### src/sv/pgtp_pkg.sv
// ----------------------------------------------------------------------------
// Parity game text parser package
// Phase codes, character constants, record and error codes, and the record
// types shared by the parser and the output queue.
// ----------------------------------------------------------------------------
package pgtp_pkg;

    localparam int VALUE_BITS = 32;
    localparam int ACC_EXT_W  = VALUE_BITS + 4;
    localparam int KW_LEN     = 7;
    localparam int OUT_DEPTH  = 4;
    localparam int OUT_PTR_W  = $clog2(OUT_DEPTH);
    localparam int OUT_CNT_W  = $clog2(OUT_DEPTH + 1);

    localparam logic [7:0] CH_P      = 8'h70;
    localparam logic [7:0] CH_A      = 8'h61;
    localparam logic [7:0] CH_R      = 8'h72;
    localparam logic [7:0] CH_I      = 8'h69;
    localparam logic [7:0] CH_T      = 8'h74;
    localparam logic [7:0] CH_Y      = 8'h79;
    localparam logic [7:0] CH_SPACE  = 8'h20;
    localparam logic [7:0] CH_SEMI   = 8'h3B;
    localparam logic [7:0] CH_PCT    = 8'h25;
    localparam logic [7:0] CH_COMMA  = 8'h2C;
    localparam logic [7:0] CH_QUOTE  = 8'h22;
    localparam logic [7:0] CH_LF     = 8'h0A;
    localparam logic [7:0] CH_TAB    = 8'h09;
    localparam logic [7:0] CH_CR     = 8'h0D;
    localparam logic [7:0] CH_ZERO   = 8'h30;
    localparam logic [7:0] CH_NINE   = 8'h39;

    localparam logic CMD_BYTE = 1'b0;
    localparam logic CMD_EOF  = 1'b1;

    typedef enum logic [2:0] {
        REC_HEADER   = 3'd0,
        REC_NODE     = 3'd1,
        REC_SUCC     = 3'd2,
        REC_NAME     = 3'd3,
        REC_NODE_END = 3'd4,
        REC_DONE     = 3'd5,
        REC_ERROR    = 3'd6
    } rec_kind_t;

    typedef enum logic [2:0] {
        ERR_KEYWORD = 3'd0,
        ERR_DIGIT   = 3'd1,
        ERR_SPACE   = 3'd2,
        ERR_OWNER   = 3'd3,
        ERR_SEMI    = 3'd4,
        ERR_OVERFLOW = 3'd5,
        ERR_NAME    = 3'd6
    } err_code_t;

    typedef enum logic [4:0] {
        PH_START      = 5'd0,
        PH_KEYWORD    = 5'd1,
        PH_HDR_FIRST  = 5'd2,
        PH_HDR_NUM    = 5'd3,
        PH_SKIP_NODE  = 5'd4,
        PH_ID         = 5'd5,
        PH_SKIP_PRIO  = 5'd6,
        PH_PRIO       = 5'd7,
        PH_SKIP_OWNER = 5'd8,
        PH_OWNER      = 5'd9,
        PH_SKIP_SUCC  = 5'd10,
        PH_SUCC_FIRST = 5'd11,
        PH_SUCC       = 5'd12,
        PH_SKIP_TAIL  = 5'd13,
        PH_NAME       = 5'd14,
        PH_SEMI       = 5'd15,
        PH_HALT       = 5'd16
    } phase_t;

    typedef struct packed {
        logic [2:0]  record_kind;
        logic [31:0] value;
        logic [31:0] node_id;
        logic [31:0] priority_res;
        logic        owner;
        logic        last_successor;
        logic [2:0]  error_code;
    } rec_t;

    typedef struct packed {
        logic valid0;
        logic valid1;
        rec_t rec0;
        rec_t rec1;
    } push_t;

    function automatic logic [7:0] keyword_char(input logic [2:0] idx);
        logic [7:0] c;
        unique case (idx)
            3'd0:    c = CH_P;
            3'd1:    c = CH_A;
            3'd2:    c = CH_R;
            3'd3:    c = CH_I;
            3'd4:    c = CH_T;
            3'd5:    c = CH_Y;
            3'd6:    c = CH_SPACE;
            default: c = 8'h00;
        endcase
        return c;
    endfunction

    function automatic rec_t make_rec(input rec_kind_t kind, input logic [31:0] value,
                                      input logic node_info, input logic [31:0] id,
                                      input logic [31:0] prio, input logic own,
                                      input logic last, input err_code_t code);
        rec_t r;
        r.record_kind    = kind;
        r.value          = value;
        r.node_id        = node_info ? id : 32'd0;
        r.priority_res   = node_info ? prio : 32'd0;
        r.owner          = node_info ? own : 1'b0;
        r.last_successor = last;
        r.error_code     = code;
        return r;
    endfunction

endpackage

### src/sv/pgtp_in_if.sv
// ----------------------------------------------------------------------------
// Text input channel
// Valid/ready channel carrying one command and one text byte per beat.
// ----------------------------------------------------------------------------
interface pgtp_in_if;
    logic       valid;
    logic       ready;
    logic       command;
    logic [7:0] text_byte;

    modport source (output valid, output command, output text_byte, input ready);
    modport sink   (input valid, input command, input text_byte, output ready);
endinterface

### src/sv/pgtp_out_if.sv
// ----------------------------------------------------------------------------
// Record output channel
// Valid/ready channel carrying one parse record per beat.
// ----------------------------------------------------------------------------
interface pgtp_out_if;
    logic        valid;
    logic        ready;
    logic [2:0]  record_kind;
    logic [31:0] value;
    logic [31:0] node_id;
    logic [31:0] priority_res;
    logic        owner;
    logic        last_successor;
    logic [2:0]  error_code;

    modport source (output valid, output record_kind, output value, output node_id,
                    output priority_res, output owner, output last_successor,
                    output error_code, input ready);
    modport sink   (input valid, input record_kind, input value, input node_id,
                    input priority_res, input owner, input last_successor,
                    input error_code, output ready);
endinterface

### src/sv/pgtp_parse.sv
// ----------------------------------------------------------------------------
// Parser core
// Input beat register followed by the byte-level parse step. Each beat
// updates the parse state and pushes zero, one or two records.
// ----------------------------------------------------------------------------
module pgtp_parse (
    input  logic                clk,
    input  logic                rst_n,
    pgtp_in_if.sink             text_in,
    input  logic                space_ok,
    output pgtp_pkg::push_t     push
);

    logic                              stage_valid_reg;
    logic                              stage_cmd_reg;
    logic [7:0]                        stage_byte_reg;
    logic                              advance;

    pgtp_pkg::phase_t                  phase_reg, phase_next;
    logic [pgtp_pkg::VALUE_BITS-1:0]   acc_reg, acc_next;
    logic [pgtp_pkg::VALUE_BITS-1:0]   id_reg, id_next;
    logic [pgtp_pkg::VALUE_BITS-1:0]   prio_reg, prio_next;
    logic                              own_reg, own_next;
    logic [31:0]                       pos_reg, pos_next;
    logic [2:0]                        kw_reg, kw_next;
    logic                              cmt_reg, cmt_next;

    logic                              eof;
    logic [7:0]                        b;
    logic                              is_dig, is_gap, is_blank, skip;
    logic [pgtp_pkg::ACC_EXT_W-1:0]    acc_wide;
    logic                              ovf;
    logic [pgtp_pkg::VALUE_BITS-1:0]   dig_val;
    logic [31:0]                       id32, prio32, acc32;
    logic                              fail0, fail1;
    pgtp_pkg::err_code_t               code0, code1;
    pgtp_pkg::push_t                   push_c;

    assign advance       = stage_valid_reg && space_ok;
    assign text_in.ready = !stage_valid_reg || space_ok;

    always_ff @(posedge clk or negedge rst_n)
    begin
        if (!rst_n)
        begin
            stage_valid_reg <= 1'b0;
        end
        else if (text_in.ready)
        begin
            stage_valid_reg <= text_in.valid;
        end
    end

    always_ff @(posedge clk)
    begin
        if (text_in.ready && text_in.valid)
        begin
            stage_cmd_reg  <= text_in.command;
            stage_byte_reg <= text_in.text_byte;
        end
    end

    always_ff @(posedge clk or negedge rst_n)
    begin
        if (!rst_n)
        begin
            phase_reg <= pgtp_pkg::PH_START;
            acc_reg   <= '0;
            id_reg    <= '0;
            prio_reg  <= '0;
            own_reg   <= 1'b0;
            pos_reg   <= '0;
            kw_reg    <= '0;
            cmt_reg   <= 1'b0;
        end
        else
        begin
            phase_reg <= phase_next;
            acc_reg   <= acc_next;
            id_reg    <= id_next;
            prio_reg  <= prio_next;
            own_reg   <= own_next;
            pos_reg   <= pos_next;
            kw_reg    <= kw_next;
            cmt_reg   <= cmt_next;
        end
    end

    assign eof      = (stage_cmd_reg == pgtp_pkg::CMD_EOF);
    assign b        = stage_byte_reg;
    assign is_dig   = !eof && (b >= pgtp_pkg::CH_ZERO) && (b <= pgtp_pkg::CH_NINE);
    assign is_gap   = !eof && ((b == pgtp_pkg::CH_SPACE) || (b == pgtp_pkg::CH_TAB));
    assign is_blank = is_gap || (!eof && ((b == pgtp_pkg::CH_LF) || (b == pgtp_pkg::CH_CR)));
    assign dig_val  = pgtp_pkg::VALUE_BITS'(b[3:0]);
    assign acc_wide = (pgtp_pkg::ACC_EXT_W'(acc_reg) << 3)
                    + (pgtp_pkg::ACC_EXT_W'(acc_reg) << 1)
                    + pgtp_pkg::ACC_EXT_W'(b[3:0]);
    assign ovf      = |acc_wide[pgtp_pkg::ACC_EXT_W-1:pgtp_pkg::VALUE_BITS];
    assign id32     = 32'(id_reg);
    assign prio32   = 32'(prio_reg);
    assign acc32    = 32'(acc_reg);
    assign skip     = !eof && ((phase_reg == pgtp_pkg::PH_START)
                    || (phase_reg == pgtp_pkg::PH_SKIP_NODE)
                    || (phase_reg == pgtp_pkg::PH_SKIP_PRIO)
                    || (phase_reg == pgtp_pkg::PH_SKIP_OWNER)
                    || (phase_reg == pgtp_pkg::PH_SKIP_SUCC)
                    || (phase_reg == pgtp_pkg::PH_SKIP_TAIL));

    always_comb
    begin
        phase_next = phase_reg;
        acc_next   = acc_reg;
        id_next    = id_reg;
        prio_next  = prio_reg;
        own_next   = own_reg;
        pos_next   = pos_reg;
        kw_next    = kw_reg;
        cmt_next   = cmt_reg;
        fail0      = 1'b0;
        fail1      = 1'b0;
        code0      = pgtp_pkg::ERR_KEYWORD;
        code1      = pgtp_pkg::ERR_KEYWORD;
        push_c     = '0;

        if (skip && cmt_reg)
        begin
            if (b == pgtp_pkg::CH_LF)
            begin
                cmt_next = 1'b0;
            end
        end
        else if (skip && (b == pgtp_pkg::CH_PCT))
        begin
            cmt_next = 1'b1;
        end
        else if (skip && is_blank)
        begin
            cmt_next = cmt_reg;
        end
        else
        begin
            unique case (phase_reg)
                pgtp_pkg::PH_START,
                pgtp_pkg::PH_SKIP_NODE:
                begin
                    if ((phase_reg == pgtp_pkg::PH_START) && !eof && (b == pgtp_pkg::CH_P))
                    begin
                        phase_next = pgtp_pkg::PH_KEYWORD;
                        kw_next    = 3'd1;
                    end
                    else if (eof)
                    begin
                        push_c.valid0 = 1'b1;
                        push_c.rec0   = pgtp_pkg::make_rec(pgtp_pkg::REC_DONE, 32'd0, 1'b0,
                            id32, prio32, own_reg, 1'b0, pgtp_pkg::ERR_KEYWORD);
                    end
                    else if (is_dig)
                    begin
                        acc_next   = dig_val;
                        phase_next = pgtp_pkg::PH_ID;
                    end
                    else
                    begin
                        fail0 = 1'b1;
                        code0 = pgtp_pkg::ERR_DIGIT;
                    end
                end
                pgtp_pkg::PH_KEYWORD:
                begin
                    if ((kw_reg < 3'(pgtp_pkg::KW_LEN)) && !eof
                        && (b == pgtp_pkg::keyword_char(kw_reg)))
                    begin
                        kw_next = kw_reg + 3'd1;
                        if (kw_reg + 3'd1 == 3'(pgtp_pkg::KW_LEN))
                        begin
                            phase_next = pgtp_pkg::PH_HDR_FIRST;
                        end
                    end
                    else
                    begin
                        fail0 = 1'b1;
                        code0 = pgtp_pkg::ERR_KEYWORD;
                    end
                end
                pgtp_pkg::PH_HDR_FIRST,
                pgtp_pkg::PH_SKIP_PRIO,
                pgtp_pkg::PH_SKIP_OWNER,
                pgtp_pkg::PH_SKIP_SUCC,
                pgtp_pkg::PH_SUCC_FIRST:
                begin
                    if (!is_dig)
                    begin
                        fail0 = 1'b1;
                        code0 = pgtp_pkg::ERR_DIGIT;
                    end
                    else
                    begin
                        acc_next = dig_val;
                        case (phase_reg)
                            pgtp_pkg::PH_HDR_FIRST:  phase_next = pgtp_pkg::PH_HDR_NUM;
                            pgtp_pkg::PH_SKIP_PRIO:  phase_next = pgtp_pkg::PH_PRIO;
                            pgtp_pkg::PH_SKIP_OWNER: phase_next = pgtp_pkg::PH_OWNER;
                            default:                 phase_next = pgtp_pkg::PH_SUCC;
                        endcase
                    end
                end
                pgtp_pkg::PH_HDR_NUM,
                pgtp_pkg::PH_ID,
                pgtp_pkg::PH_PRIO,
                pgtp_pkg::PH_OWNER,
                pgtp_pkg::PH_SUCC:
                begin
                    if (is_dig)
                    begin
                        if (ovf)
                        begin
                            fail0 = 1'b1;
                            code0 = pgtp_pkg::ERR_OVERFLOW;
                        end
                        else
                        begin
                            acc_next = acc_wide[pgtp_pkg::VALUE_BITS-1:0];
                        end
                    end
                    else
                    begin
                        case (phase_reg)
                            pgtp_pkg::PH_HDR_NUM:
                            begin
                                if (!eof && (b == pgtp_pkg::CH_SEMI))
                                begin
                                    phase_next    = pgtp_pkg::PH_SKIP_NODE;
                                    push_c.valid0 = 1'b1;
                                    push_c.rec0   = pgtp_pkg::make_rec(pgtp_pkg::REC_HEADER,
                                        acc32, 1'b0, id32, prio32, own_reg, 1'b0,
                                        pgtp_pkg::ERR_KEYWORD);
                                end
                                else
                                begin
                                    fail0 = 1'b1;
                                    code0 = pgtp_pkg::ERR_SEMI;
                                end
                            end
                            pgtp_pkg::PH_ID,
                            pgtp_pkg::PH_PRIO:
                            begin
                                if (!is_gap)
                                begin
                                    fail0 = 1'b1;
                                    code0 = pgtp_pkg::ERR_SPACE;
                                end
                                else if (phase_reg == pgtp_pkg::PH_ID)
                                begin
                                    id_next    = acc_reg;
                                    phase_next = pgtp_pkg::PH_SKIP_PRIO;
                                end
                                else
                                begin
                                    prio_next  = acc_reg;
                                    phase_next = pgtp_pkg::PH_SKIP_OWNER;
                                end
                            end
                            pgtp_pkg::PH_OWNER:
                            begin
                                if (acc_reg > pgtp_pkg::VALUE_BITS'(1))
                                begin
                                    fail0 = 1'b1;
                                    code0 = pgtp_pkg::ERR_OWNER;
                                end
                                else if (!is_gap)
                                begin
                                    fail0 = 1'b1;
                                    code0 = pgtp_pkg::ERR_SPACE;
                                end
                                else
                                begin
                                    own_next      = acc_reg[0];
                                    phase_next    = pgtp_pkg::PH_SKIP_SUCC;
                                    push_c.valid0 = 1'b1;
                                    push_c.rec0   = pgtp_pkg::make_rec(pgtp_pkg::REC_NODE,
                                        32'd0, 1'b1, id32, prio32, acc_reg[0], 1'b0,
                                        pgtp_pkg::ERR_KEYWORD);
                                end
                            end
                            default:
                            begin
                                push_c.valid0 = 1'b1;
                                if (!eof && (b == pgtp_pkg::CH_COMMA))
                                begin
                                    phase_next  = pgtp_pkg::PH_SUCC_FIRST;
                                    push_c.rec0 = pgtp_pkg::make_rec(pgtp_pkg::REC_SUCC,
                                        acc32, 1'b1, id32, prio32, own_reg, 1'b0,
                                        pgtp_pkg::ERR_KEYWORD);
                                end
                                else
                                begin
                                    phase_next  = pgtp_pkg::PH_SKIP_TAIL;
                                    push_c.rec0 = pgtp_pkg::make_rec(pgtp_pkg::REC_SUCC,
                                        acc32, 1'b1, id32, prio32, own_reg, 1'b1,
                                        pgtp_pkg::ERR_KEYWORD);
                                    if (!eof && (b == pgtp_pkg::CH_PCT))
                                    begin
                                        cmt_next = 1'b1;
                                    end
                                    else if (is_blank)
                                    begin
                                        cmt_next = cmt_reg;
                                    end
                                    else if (!eof && (b == pgtp_pkg::CH_QUOTE))
                                    begin
                                        phase_next = pgtp_pkg::PH_NAME;
                                    end
                                    else if (!eof && (b == pgtp_pkg::CH_SEMI))
                                    begin
                                        phase_next    = pgtp_pkg::PH_SKIP_NODE;
                                        push_c.valid1 = 1'b1;
                                        push_c.rec1   = pgtp_pkg::make_rec(
                                            pgtp_pkg::REC_NODE_END, 32'd0, 1'b1, id32,
                                            prio32, own_reg, 1'b0, pgtp_pkg::ERR_KEYWORD);
                                    end
                                    else
                                    begin
                                        fail1 = 1'b1;
                                        code1 = pgtp_pkg::ERR_SEMI;
                                    end
                                end
                            end
                        endcase
                    end
                end
                pgtp_pkg::PH_SKIP_TAIL,
                pgtp_pkg::PH_SEMI:
                begin
                    if ((phase_reg == pgtp_pkg::PH_SKIP_TAIL) && !eof
                        && (b == pgtp_pkg::CH_QUOTE))
                    begin
                        phase_next = pgtp_pkg::PH_NAME;
                    end
                    else if (!eof && (b == pgtp_pkg::CH_SEMI))
                    begin
                        phase_next    = pgtp_pkg::PH_SKIP_NODE;
                        push_c.valid0 = 1'b1;
                        push_c.rec0   = pgtp_pkg::make_rec(pgtp_pkg::REC_NODE_END, 32'd0,
                            1'b1, id32, prio32, own_reg, 1'b0, pgtp_pkg::ERR_KEYWORD);
                    end
                    else
                    begin
                        fail0 = 1'b1;
                        code0 = pgtp_pkg::ERR_SEMI;
                    end
                end
                pgtp_pkg::PH_NAME:
                begin
                    if (eof)
                    begin
                        fail0 = 1'b1;
                        code0 = pgtp_pkg::ERR_NAME;
                    end
                    else if (b == pgtp_pkg::CH_QUOTE)
                    begin
                        phase_next = pgtp_pkg::PH_SEMI;
                    end
                    else
                    begin
                        push_c.valid0 = 1'b1;
                        push_c.rec0   = pgtp_pkg::make_rec(pgtp_pkg::REC_NAME, 32'(b), 1'b1,
                            id32, prio32, own_reg, 1'b0, pgtp_pkg::ERR_KEYWORD);
                    end
                end
                default:
                begin
                    phase_next = phase_reg;
                end
            endcase
        end

        if (fail0)
        begin
            phase_next    = pgtp_pkg::PH_HALT;
            cmt_next      = 1'b0;
            push_c.valid0 = 1'b1;
            push_c.rec0   = pgtp_pkg::make_rec(pgtp_pkg::REC_ERROR, pos_reg, 1'b0,
                id32, prio32, own_reg, 1'b0, code0);
        end
        if (fail1)
        begin
            phase_next    = pgtp_pkg::PH_HALT;
            cmt_next      = 1'b0;
            push_c.valid1 = 1'b1;
            push_c.rec1   = pgtp_pkg::make_rec(pgtp_pkg::REC_ERROR, pos_reg, 1'b0,
                id32, prio32, own_reg, 1'b0, code1);
        end

        pos_next = pos_reg + 32'd1;

        // rearm for a new text
        if (eof)
        begin
            phase_next = pgtp_pkg::PH_START;
            acc_next   = '0;
            id_next    = '0;
            prio_next  = '0;
            own_next   = 1'b0;
            pos_next   = '0;
            kw_next    = '0;
            cmt_next   = 1'b0;
        end

        // hold everything when no beat advances
        if (!advance)
        begin
            phase_next = phase_reg;
            acc_next   = acc_reg;
            id_next    = id_reg;
            prio_next  = prio_reg;
            own_next   = own_reg;
            pos_next   = pos_reg;
            kw_next    = kw_reg;
            cmt_next   = cmt_reg;
            push_c     = '0;
        end
    end

    assign push = push_c;

endmodule

### src/sv/pgtp_out_fifo.sv
// ----------------------------------------------------------------------------
// Record output queue
// Small queue that takes up to two records per cycle and delivers one record
// per beat; reports room for a full two-record push.
// ----------------------------------------------------------------------------
module pgtp_out_fifo (
    input  logic              clk,
    input  logic              rst_n,
    input  pgtp_pkg::push_t   push,
    output logic              space_ok,
    pgtp_out_if.source        rec_out
);

    pgtp_pkg::rec_t                    mem_reg [pgtp_pkg::OUT_DEPTH];
    logic [pgtp_pkg::OUT_PTR_W-1:0]    wp_reg, wp_next;
    logic [pgtp_pkg::OUT_PTR_W-1:0]    rp_reg, rp_next;
    logic [pgtp_pkg::OUT_CNT_W-1:0]    cnt_reg, cnt_next;
    logic [pgtp_pkg::OUT_CNT_W-1:0]    n_wr;
    logic                              rd;
    pgtp_pkg::rec_t                    first_rec;
    pgtp_pkg::rec_t                    head;

    assign first_rec = push.valid0 ? push.rec0 : push.rec1;
    assign n_wr      = pgtp_pkg::OUT_CNT_W'(push.valid0) + pgtp_pkg::OUT_CNT_W'(push.valid1);
    assign rd        = rec_out.valid && rec_out.ready;
    assign space_ok  = (cnt_reg <= pgtp_pkg::OUT_CNT_W'(pgtp_pkg::OUT_DEPTH - 2));

    assign wp_next  = wp_reg + pgtp_pkg::OUT_PTR_W'(n_wr);
    assign rp_next  = rp_reg + pgtp_pkg::OUT_PTR_W'(rd);
    assign cnt_next = cnt_reg + n_wr - pgtp_pkg::OUT_CNT_W'(rd);

    always_ff @(posedge clk or negedge rst_n)
    begin
        if (!rst_n)
        begin
            wp_reg  <= '0;
            rp_reg  <= '0;
            cnt_reg <= '0;
        end
        else
        begin
            wp_reg  <= wp_next;
            rp_reg  <= rp_next;
            cnt_reg <= cnt_next;
        end
    end

    always_ff @(posedge clk)
    begin
        if (push.valid0 || push.valid1)
        begin
            mem_reg[wp_reg] <= first_rec;
        end
        if (push.valid0 && push.valid1)
        begin
            mem_reg[wp_reg + pgtp_pkg::OUT_PTR_W'(1)] <= push.rec1;
        end
    end

    assign head                   = mem_reg[rp_reg];
    assign rec_out.valid          = (cnt_reg != '0);
    assign rec_out.record_kind    = head.record_kind;
    assign rec_out.value          = head.value;
    assign rec_out.node_id        = head.node_id;
    assign rec_out.priority_res   = head.priority_res;
    assign rec_out.owner          = head.owner;
    assign rec_out.last_successor = head.last_successor;
    assign rec_out.error_code     = head.error_code;

endmodule

### src/sv/parity_game_text_parser.sv
// ----------------------------------------------------------------------------
// Parity game text parser
// Streams parity-game text one byte per beat and emits parse records.
//
// text_in carries a command (byte or end of input) and a text byte per beat.
// rec_out carries one record per beat: header, node, successor, name byte,
// node end, done or error with code and byte position.
// A beat enters an input register, is parsed once the queue has room for two
// records, and its records land in a four-entry output queue, from which the
// first record is offered; the input register and the queue lie between the
// input and the output handshake.
// Throughput is one input beat per cycle while the queue keeps room for two
// records; a beat that ends a successor list may yield two records, which
// the single-record output port drains one after the other.
// When the receiver stalls, the queue fills and text_in.ready drops once it
// holds more than two records; nothing is lost.
// Reset clears the parse state to the start of a text and empties the queue.
// End of input rearms the parser; unless halted, it gives done or an error.
// ----------------------------------------------------------------------------
module parity_game_text_parser (
    input  logic          clk,
    input  logic          rst_n,
    pgtp_in_if.sink       text_in,
    pgtp_out_if.source    rec_out
);

    pgtp_pkg::push_t push;
    logic            space_ok;

    pgtp_parse u_parse (
        .clk      (clk),
        .rst_n    (rst_n),
        .text_in  (text_in),
        .space_ok (space_ok),
        .push     (push)
    );

    pgtp_out_fifo u_out_fifo (
        .clk      (clk),
        .rst_n    (rst_n),
        .push     (push),
        .space_ok (space_ok),
        .rec_out  (rec_out)
    );

endmodule

### src/flat_wrapper.sv
// flat-port wrapper written by rule: the top's interface ports become plain ports
module parity_game_text_parser_flat 
  (clk, rst_n, text_in_valid, text_in_command, text_in_text_byte, text_in_ready, rec_out_valid, rec_out_record_kind, rec_out_value, rec_out_node_id, rec_out_priority_res, rec_out_owner, rec_out_last_successor, rec_out_error_code, rec_out_ready);
  pgtp_in_if text_in_i ();
  pgtp_out_if rec_out_i ();
  input  logic clk;
  input  logic rst_n;
  input wire logic [$bits(text_in_i.valid)-1:0] text_in_valid;
  input wire logic [$bits(text_in_i.command)-1:0] text_in_command;
  input wire logic [$bits(text_in_i.text_byte)-1:0] text_in_text_byte;
  output wire logic [$bits(text_in_i.ready)-1:0] text_in_ready;
  output wire logic [$bits(rec_out_i.valid)-1:0] rec_out_valid;
  output wire logic [$bits(rec_out_i.record_kind)-1:0] rec_out_record_kind;
  output wire logic [$bits(rec_out_i.value)-1:0] rec_out_value;
  output wire logic [$bits(rec_out_i.node_id)-1:0] rec_out_node_id;
  output wire logic [$bits(rec_out_i.priority_res)-1:0] rec_out_priority_res;
  output wire logic [$bits(rec_out_i.owner)-1:0] rec_out_owner;
  output wire logic [$bits(rec_out_i.last_successor)-1:0] rec_out_last_successor;
  output wire logic [$bits(rec_out_i.error_code)-1:0] rec_out_error_code;
  input wire logic [$bits(rec_out_i.ready)-1:0] rec_out_ready;
  assign text_in_i.valid = text_in_valid;
  assign text_in_i.command = text_in_command;
  assign text_in_i.text_byte = text_in_text_byte;
  assign text_in_ready = text_in_i.ready;
  assign rec_out_valid = rec_out_i.valid;
  assign rec_out_record_kind = rec_out_i.record_kind;
  assign rec_out_value = rec_out_i.value;
  assign rec_out_node_id = rec_out_i.node_id;
  assign rec_out_priority_res = rec_out_i.priority_res;
  assign rec_out_owner = rec_out_i.owner;
  assign rec_out_last_successor = rec_out_i.last_successor;
  assign rec_out_error_code = rec_out_i.error_code;
  assign rec_out_i.ready = rec_out_ready;
  parity_game_text_parser u_core (.clk(clk), .rst_n(rst_n), .text_in(text_in_i), .rec_out(rec_out_i));
endmodule
### config.mk
export PLATFORM = sky130hd
export DESIGN_NAME = parity_game_text_parser_flat
export DESIGN_NICKNAME = d
export VERILOG_FILES = /design/src/sv/pgtp_pkg.sv /design/src/sv/pgtp_in_if.sv /design/src/sv/pgtp_out_if.sv /design/src/sv/pgtp_parse.sv /design/src/sv/pgtp_out_fifo.sv /design/src/sv/parity_game_text_parser.sv /design/src/flat_wrapper.sv
export SDC_FILE = /design/constraint.sdc
export NUM_CORES = 1
export LEC_CHECK = 0
export BUFFER_PORTS_ARGS = -buffer_cell sky130_fd_sc_hd__buf_2
export CAP_MARGIN = 40
export CORE_ASPECT_RATIO = 0.75
export CORE_MARGIN = 2
export CORE_UTILIZATION = 60
export DETAILED_ROUTE_END_ITERATION = 10
export HOLD_SLACK_MARGIN = 0.02
export PLACE_DENSITY = 0.77
export SLEW_MARGIN = 40
export SYNTH_ARGS = -nofsm -noshare
export SYNTH_HDL_FRONTEND = slang
export SYNTH_HIERARCHICAL = 1
export SYNTH_SLANG_ARGS = --single-unit
### constraint.sdc
create_clock -name clk -period 13.55 [get_ports clk]
set_input_delay 2.71 -clock clk [delete_from_list [all_inputs] [get_ports clk]]
set_output_delay 2.71 -clock clk [all_outputs]
set_load 0.02 [all_outputs]
After elaboration in Yosys (flattened, before gate mapping)
Memory sizes are Yosys's and may differ from the RTL's.
Cells that the tools add are included.
{ "totals": {"ramBits": 416, "mem_count": 1, "input_bits": 13, "regBits": 155, "elab_cells": 337, "out_inout_bits": 106} }
{ "mem_list": {"columns": ["name", "words", "width", "read_ports", "rd_ports_with_merged_regs", "write_ports", "line", "rtl"], "rows": [
  ["u_core.u_out_fifo.mem_reg", 4, 104, 1, 0, 2, "pgtp_out_fifo.sv:14", "pgtp_pkg::rec_t mem_reg [pgtp_pkg::OUT_DEPTH];"]
]} }
{ "classes": {"n_reduce_logical": 61, "n_mux": 186, "n_addsub": 10, "magnitude_cmp": 5, "n_eq_ne": 60} }
{ "ops": {"columns": ["cell", "count"], "rows": [
  ["2-to-1 mux 104 bit", 13],
  ["2-to-1 mux 210 bit", 5],
  ["2-to-1 mux 32 bit", 27],
  ["case mux 104 bit (4 select lines)", 1],
  ["case mux 103 bit (3 select lines)", 1],
  ["2-to-1 mux 103 bit", 2],
  ["2-to-1 mux 102 bit", 2],
  ["2-to-1 mux 101 bit", 1],
  ["case mux 32 bit (3 select lines)", 1],
  ["2-to-1 mux 5 bit", 18],
  ["2-to-1 mux 3 bit", 25],
  ["2-to-1 mux 1 bit", 67],
  ["case mux 7 bit (7 select lines)", 1],
  ["== test 5 x 4 -> 1 bit, second input constant", 8],
  ["== test 8 x 6 -> 1 bit, second input constant", 5],
  ["adder 35 x 33 -> 36 bit", 1],
  ["adder 36 x 4 -> 36 bit", 1],
  ["!= test 6 bit, second input constant", 6],
  ["adder 32 x 1 -> 32 bit, second input constant", 1],
  ["greater-than comparator 32 x 1 -> 1 bit, second input constant", 1],
  ["2-to-1 mux 8 bit", 4],
  ["!= test 5 bit, second input constant", 6],
  ["case mux 5 bit (6 select lines)", 1],
  ["2-to-1 mux 4 bit", 7],
  ["other kinds (51)", 117]
]} }

Longest topological paths before layout
{ "depth": {"depth_word": 23, "ltp_mapped": 24, "depth_no_buf": 21} }

Modules after synthesis
The synthesis kept the hierarchy.
{ "modules_own_cells": {"columns": ["module", "seq_area_each_um2", "cells_per_inst", "instances", "area_per_inst_um2"], "rows": [
  ["pgtp_out_fifo", 12667.1, 1562, 1, 22651.7],
  ["pgtp_parse", 3748.6, 1279, 1, 11498.5]
]} }

Least setup slack after synthesis
No wires, ideal clock.
{ "synth_path": {"kind": "flip-flop to flip-flop", "start": "reg u_core.u_parse.stage_byte_reg[3] (netlist: u_core/u_parse/b[3])", "end": "mem u_core/u_out_fifo/mem_reg[1][0] (netlist name), enable pin", "path_stages_with_launch": 20, "required_time_ns": 12.829, "synth_period_minus_slack_ns": 12.512, "arrival_time_ns": 11.791, "n_path_buf": 3, "path_slack_ns": 1.038, "setup_time_ns": 0.721, "path_cell_list": "edfxtp_1 > clkbuf_1 > inv_1 > fa_1 > inv_1 > ha_1 > a21oi_1 > o211ai_1 > a41oi_1 > a2111oi_0 > nor3_1 > o22ai_1 > o31a_1 > o21ai_1 > o21ai_0 > clkbuf_1 > buf_2 > inv_1 > ha_1 > a211oi_1"} }
{ "synth_rtl": {"columns": ["item", "line", "rtl"], "rows": [
  ["start: declaration", "pgtp_parse.sv:16", "logic [7:0] stage_byte_reg;"],
  ["start signal: assignment", "pgtp_parse.sv:59", "stage_byte_reg <= text_in.text_byte;"],
  ["end: declaration", "pgtp_out_fifo.sv:14", null]
]} }

==> qor.txt <==
R2R setup slack = 6280 ps
HPWL Detailed = 60600 um
Total number of vias = 25.9k
Layout cell share with drive strength beyond 1 = 20.4%
Power Total = 6.35 mW
Net Sw Power = 2.36 mW
Final wirelength = 96600 um
Largest register FFs = 416
Unrepaired setup endpoints after global routing = no
Endpoints failing setup = 0
Core area = 56100 um2
Setup_tns = 0 ps
Most frequent cells in the layout = edfxtp_1, o221ai_1, nand2_1, nand2b_1, and2_1
Maxcap violations = 0
Post-synth top flop = edfxtp_1
Worst Hold Endpoint = u_core/u_parse/id32[6]
Slew Limit Fails = 0
Final Hold Fails = 0
DRC Markers = 0
Synthesized area per cell = 12.0 um2
Critical path class = flip-flop to flip-flop
Synth Register Bits = 571
Leak = 13.2 nW
Boundary pin count = 119
Largest net degree at the start of global routing = 210
Max clock buf depth = 3
CTS Buf Count = 56
First-pass GRT wire length = 148000 um
Mapped cell area = 34200 um2
R2R depth = 17
Crit Path Max Fanout = 47
Combinational Power Share = 35.8%
TritonCTS clock tree = yes
Initial drt markers = 3300
Clock latency on the worst-skew pair = 660 ps
Worst-Margin Slew = 969 ps
Register area share after synthesis = 48.1%
Max VDD drop = 137 uV
CTS clk-pin slew, worst paths = 60 ps
Async set or reset register ratio after synthesis = 25.6%
Max-Slew Margin vs Limit = 34.9%
EDFF count, synth = 425
Syn Inst Count = 2841
Die Y-Extent = 211 um
CTS resizes = 0
Sw frac = 37.1%
Vias in the first global route = 25.3k
Reg power frac = 39.5%
Worst Setup End Kind = flip-flop
Hold Buf Count CTS = 0
Die Wd = 279 um
Detail Route Antenna Nets = 0
Clk pwr share = 24.7%
Power per cell area = 173 nW/um2
Most common cell after layout, fill and taps aside = edfxtp_1
# diodes = 0
Crit path arrival time = 7530 ps
Die Area = 58900 um2
Gr ovfl total = 0
Reg2reg end = u_core/u_out_fifo/mem_reg[0][44]
Status = complete, no violations
Cell Int Power = 3.99 mW
Root Driver = clkbuf_16
Minimum clock period = 7270 ps
Nets = 2907
Wire per inst = 26.9 um
Hold path startpoint = u_core/u_parse/id32[6]
Count of cell types in the netlist = 87
Initial Util = 60.9%
Critical Path Start Type = flip-flop
Fmax = 138 MHz
Synth Warn # = 6
Global Route Usage Sum = 32.5%
Clk sinks = 571
Initial antenna violation count = 2
CP Data Required Time = 13810 ps
Final Skew = 42.2 ps
Final period util = 53.7%
# rows = 75
Post-CTS setup repair buffer count = 0
Depth of the CTS H-tree = 2
Placer Congestion = 0.946
Vias/cell = 7.20
RR Startpoint = u_core/u_parse/b[3]
Area Overhead vs Synth = 7.63%
PortBufs = 118
Hold Path Stages = 1
DRT Pass-1 Iters = 8
Worst min path class = flip-flop to flip-flop
Worst hold slack = 523 ps
==> cells by family after synthesis <==
logic type                 after synthesis  synth area share, %
and+or+nand+nor                        968                 15.0
AOI/OAI and AO/OA                      670                 17.5
DFF                                    571                 48.1
buffers and inverters                  283                 4.36
muxes                                  210                 10.6
adders and majority gates               76                 2.85
xor gates and xnor gates                62                 1.59
other                                    1               0.0110
==> worst max-delay path: stages (launching register included) <==
cell and delay [ps]:
edfxtp_1 500, inv_1 160, fa_1 560, inv_1 70, ha_1 280, a21oi_1 80, o211ai_1 380, a41oi_1 220
a2111oi_0 690, nor3_1 100, o22ai_1 300, o31a_1 370, o21ai_1 350, o21ai_4 230, ha_1 550, and3_4 680
or2_4 580, buf_4 720
==> Yosys cell counts, drive strengths merged, types with 5 or more instances <==
| cell | instances | area (um2) |
|---|---|---|
| and2 | 170 | 1060 |
| nor3b | 5 | 48.8 |
| nand3 | 40 | 205 |
| o22ai | 8 | 50.1 |
| o31ai | 8 | 65.1 |
| xor2 | 33 | 289 |
| o21a | 5 | 37.5 |
| nor2 | 95 | 357 |
| o21bai | 7 | 52.6 |
| a2111oi | 7 | 62.6 |
| a32o | 6 | 60.1 |
| a22o | 26 | 228 |
| mux4 | 104 | 2340 |
| o221ai | 419 | 4290 |
| ha | 73 | 913 |
| nand2b | 225 | 1410 |
| a21oi | 65 | 329 |
| mux2i | 14 | 140 |
| clkbuf | 113 | 432 |
| inv | 35 | 131 |
| nand2 | 282 | 1070 |
| a211oi | 7 | 52.6 |
| buf | 134 | 921 |
| or3 | 10 | 67.6 |
| a31oi | 16 | 100 |
| edfxtp | 425 | 12800 |
| and3 | 10 | 67.6 |
| a22oi | 9 | 67.6 |
| xnor2 | 29 | 254 |
| dfrtp | 146 | 3650 |
| nor3 | 29 | 145 |
| mux2 | 92 | 1130 |
| o211ai | 9 | 67.6 |
| and4 | 5 | 43.8 |
| nor4 | 23 | 144 |
| a21o | 6 | 45.0 |
| o21ai | 43 | 215 |
| nor2b | 38 | 238 |
| nand4 | 18 | 113 |
==> cell type report <==
class	count	area [um2]
Clock inverter	30	277
Multi-Input combinational cell	1990	16400
Timing Repair Buffer	163	1080
Tap cell	731	915
Clock buffer	76	1550
Fill cell	4114	19400
Inverter	36	135
Sequential cell	571	16400
==> power by group through the flow <==
| stage | clock (mW) | sequential [mW] | combinational (mW) |
|---|---|---|---|
| global route | 1.64 | 2.54 | 2.40 |
| finish | 1.57 | 2.51 | 2.27 |
| CTS | 1.58 | 2.50 | 2.26 |
| global placement | 0 | 2.51 | 2.22 |
| floorplan | 0 | 2.45 | 1.66 |
| detailed placement | 0 | 2.54 | 2.25 |
==> per-layer routing <==
layer | GRT usage [%] | vias to the layer above | share of wire (%)
li1 | - | 11200 | -
met1 | 48.5 | 13000 | 41
met2 | 49.3 | 1553 | 45
met3 | 4.97 | 193 | 10
met4 | 11.0 | 2 | 2.8
met5 | 0 | - | 0.011
==> stage by stage <==
| step | std cells | setup WS (ps) | utilization, % | cell area, um2 |
|---|---|---|---|---|
| after floorplan | 2844 | 1040 | - | 34200 |
| after global placement | 3486 | 6160 | 61.9 | 34700 |
| after detailed placement | 3489 | 6350 | 62.1 | 34900 |
| after CTS | 3595 | 6360 | 65.4 | 36700 |
| after global routing | 3597 | 5810 | 65.5 | 36800 |
| final | 3597 | 6280 | 65.5 | 36800 |
==> worst max-delay path by stage <==
stage,startpoint,endpoint,slack (ps),depth (start not counted)
2_1_floorplan,u_core/u_parse/b[3],u_core/u_out_fifo/mem_reg[1][0],1040,19
3_3_place_gp,u_core/u_parse/b[3],u_core/u_out_fifo/mem_reg[2][51],6160,19
3_5_place_dp,u_core/u_parse/b[3],u_core/u_out_fifo/mem_reg[2][64],6350,19
4_1_cts,u_core/u_parse/b[3],u_core/u_out_fifo/mem_reg[2][44],6360,19
5_1_grt,u_core/u_parse/b[3],u_core/u_out_fifo/mem_reg[0][44],5810,17
6_report,u_core/u_parse/b[3],u_core/u_out_fifo/mem_reg[0][44],6280,17
Note: power is estimated with default switching activity, not from simulation.
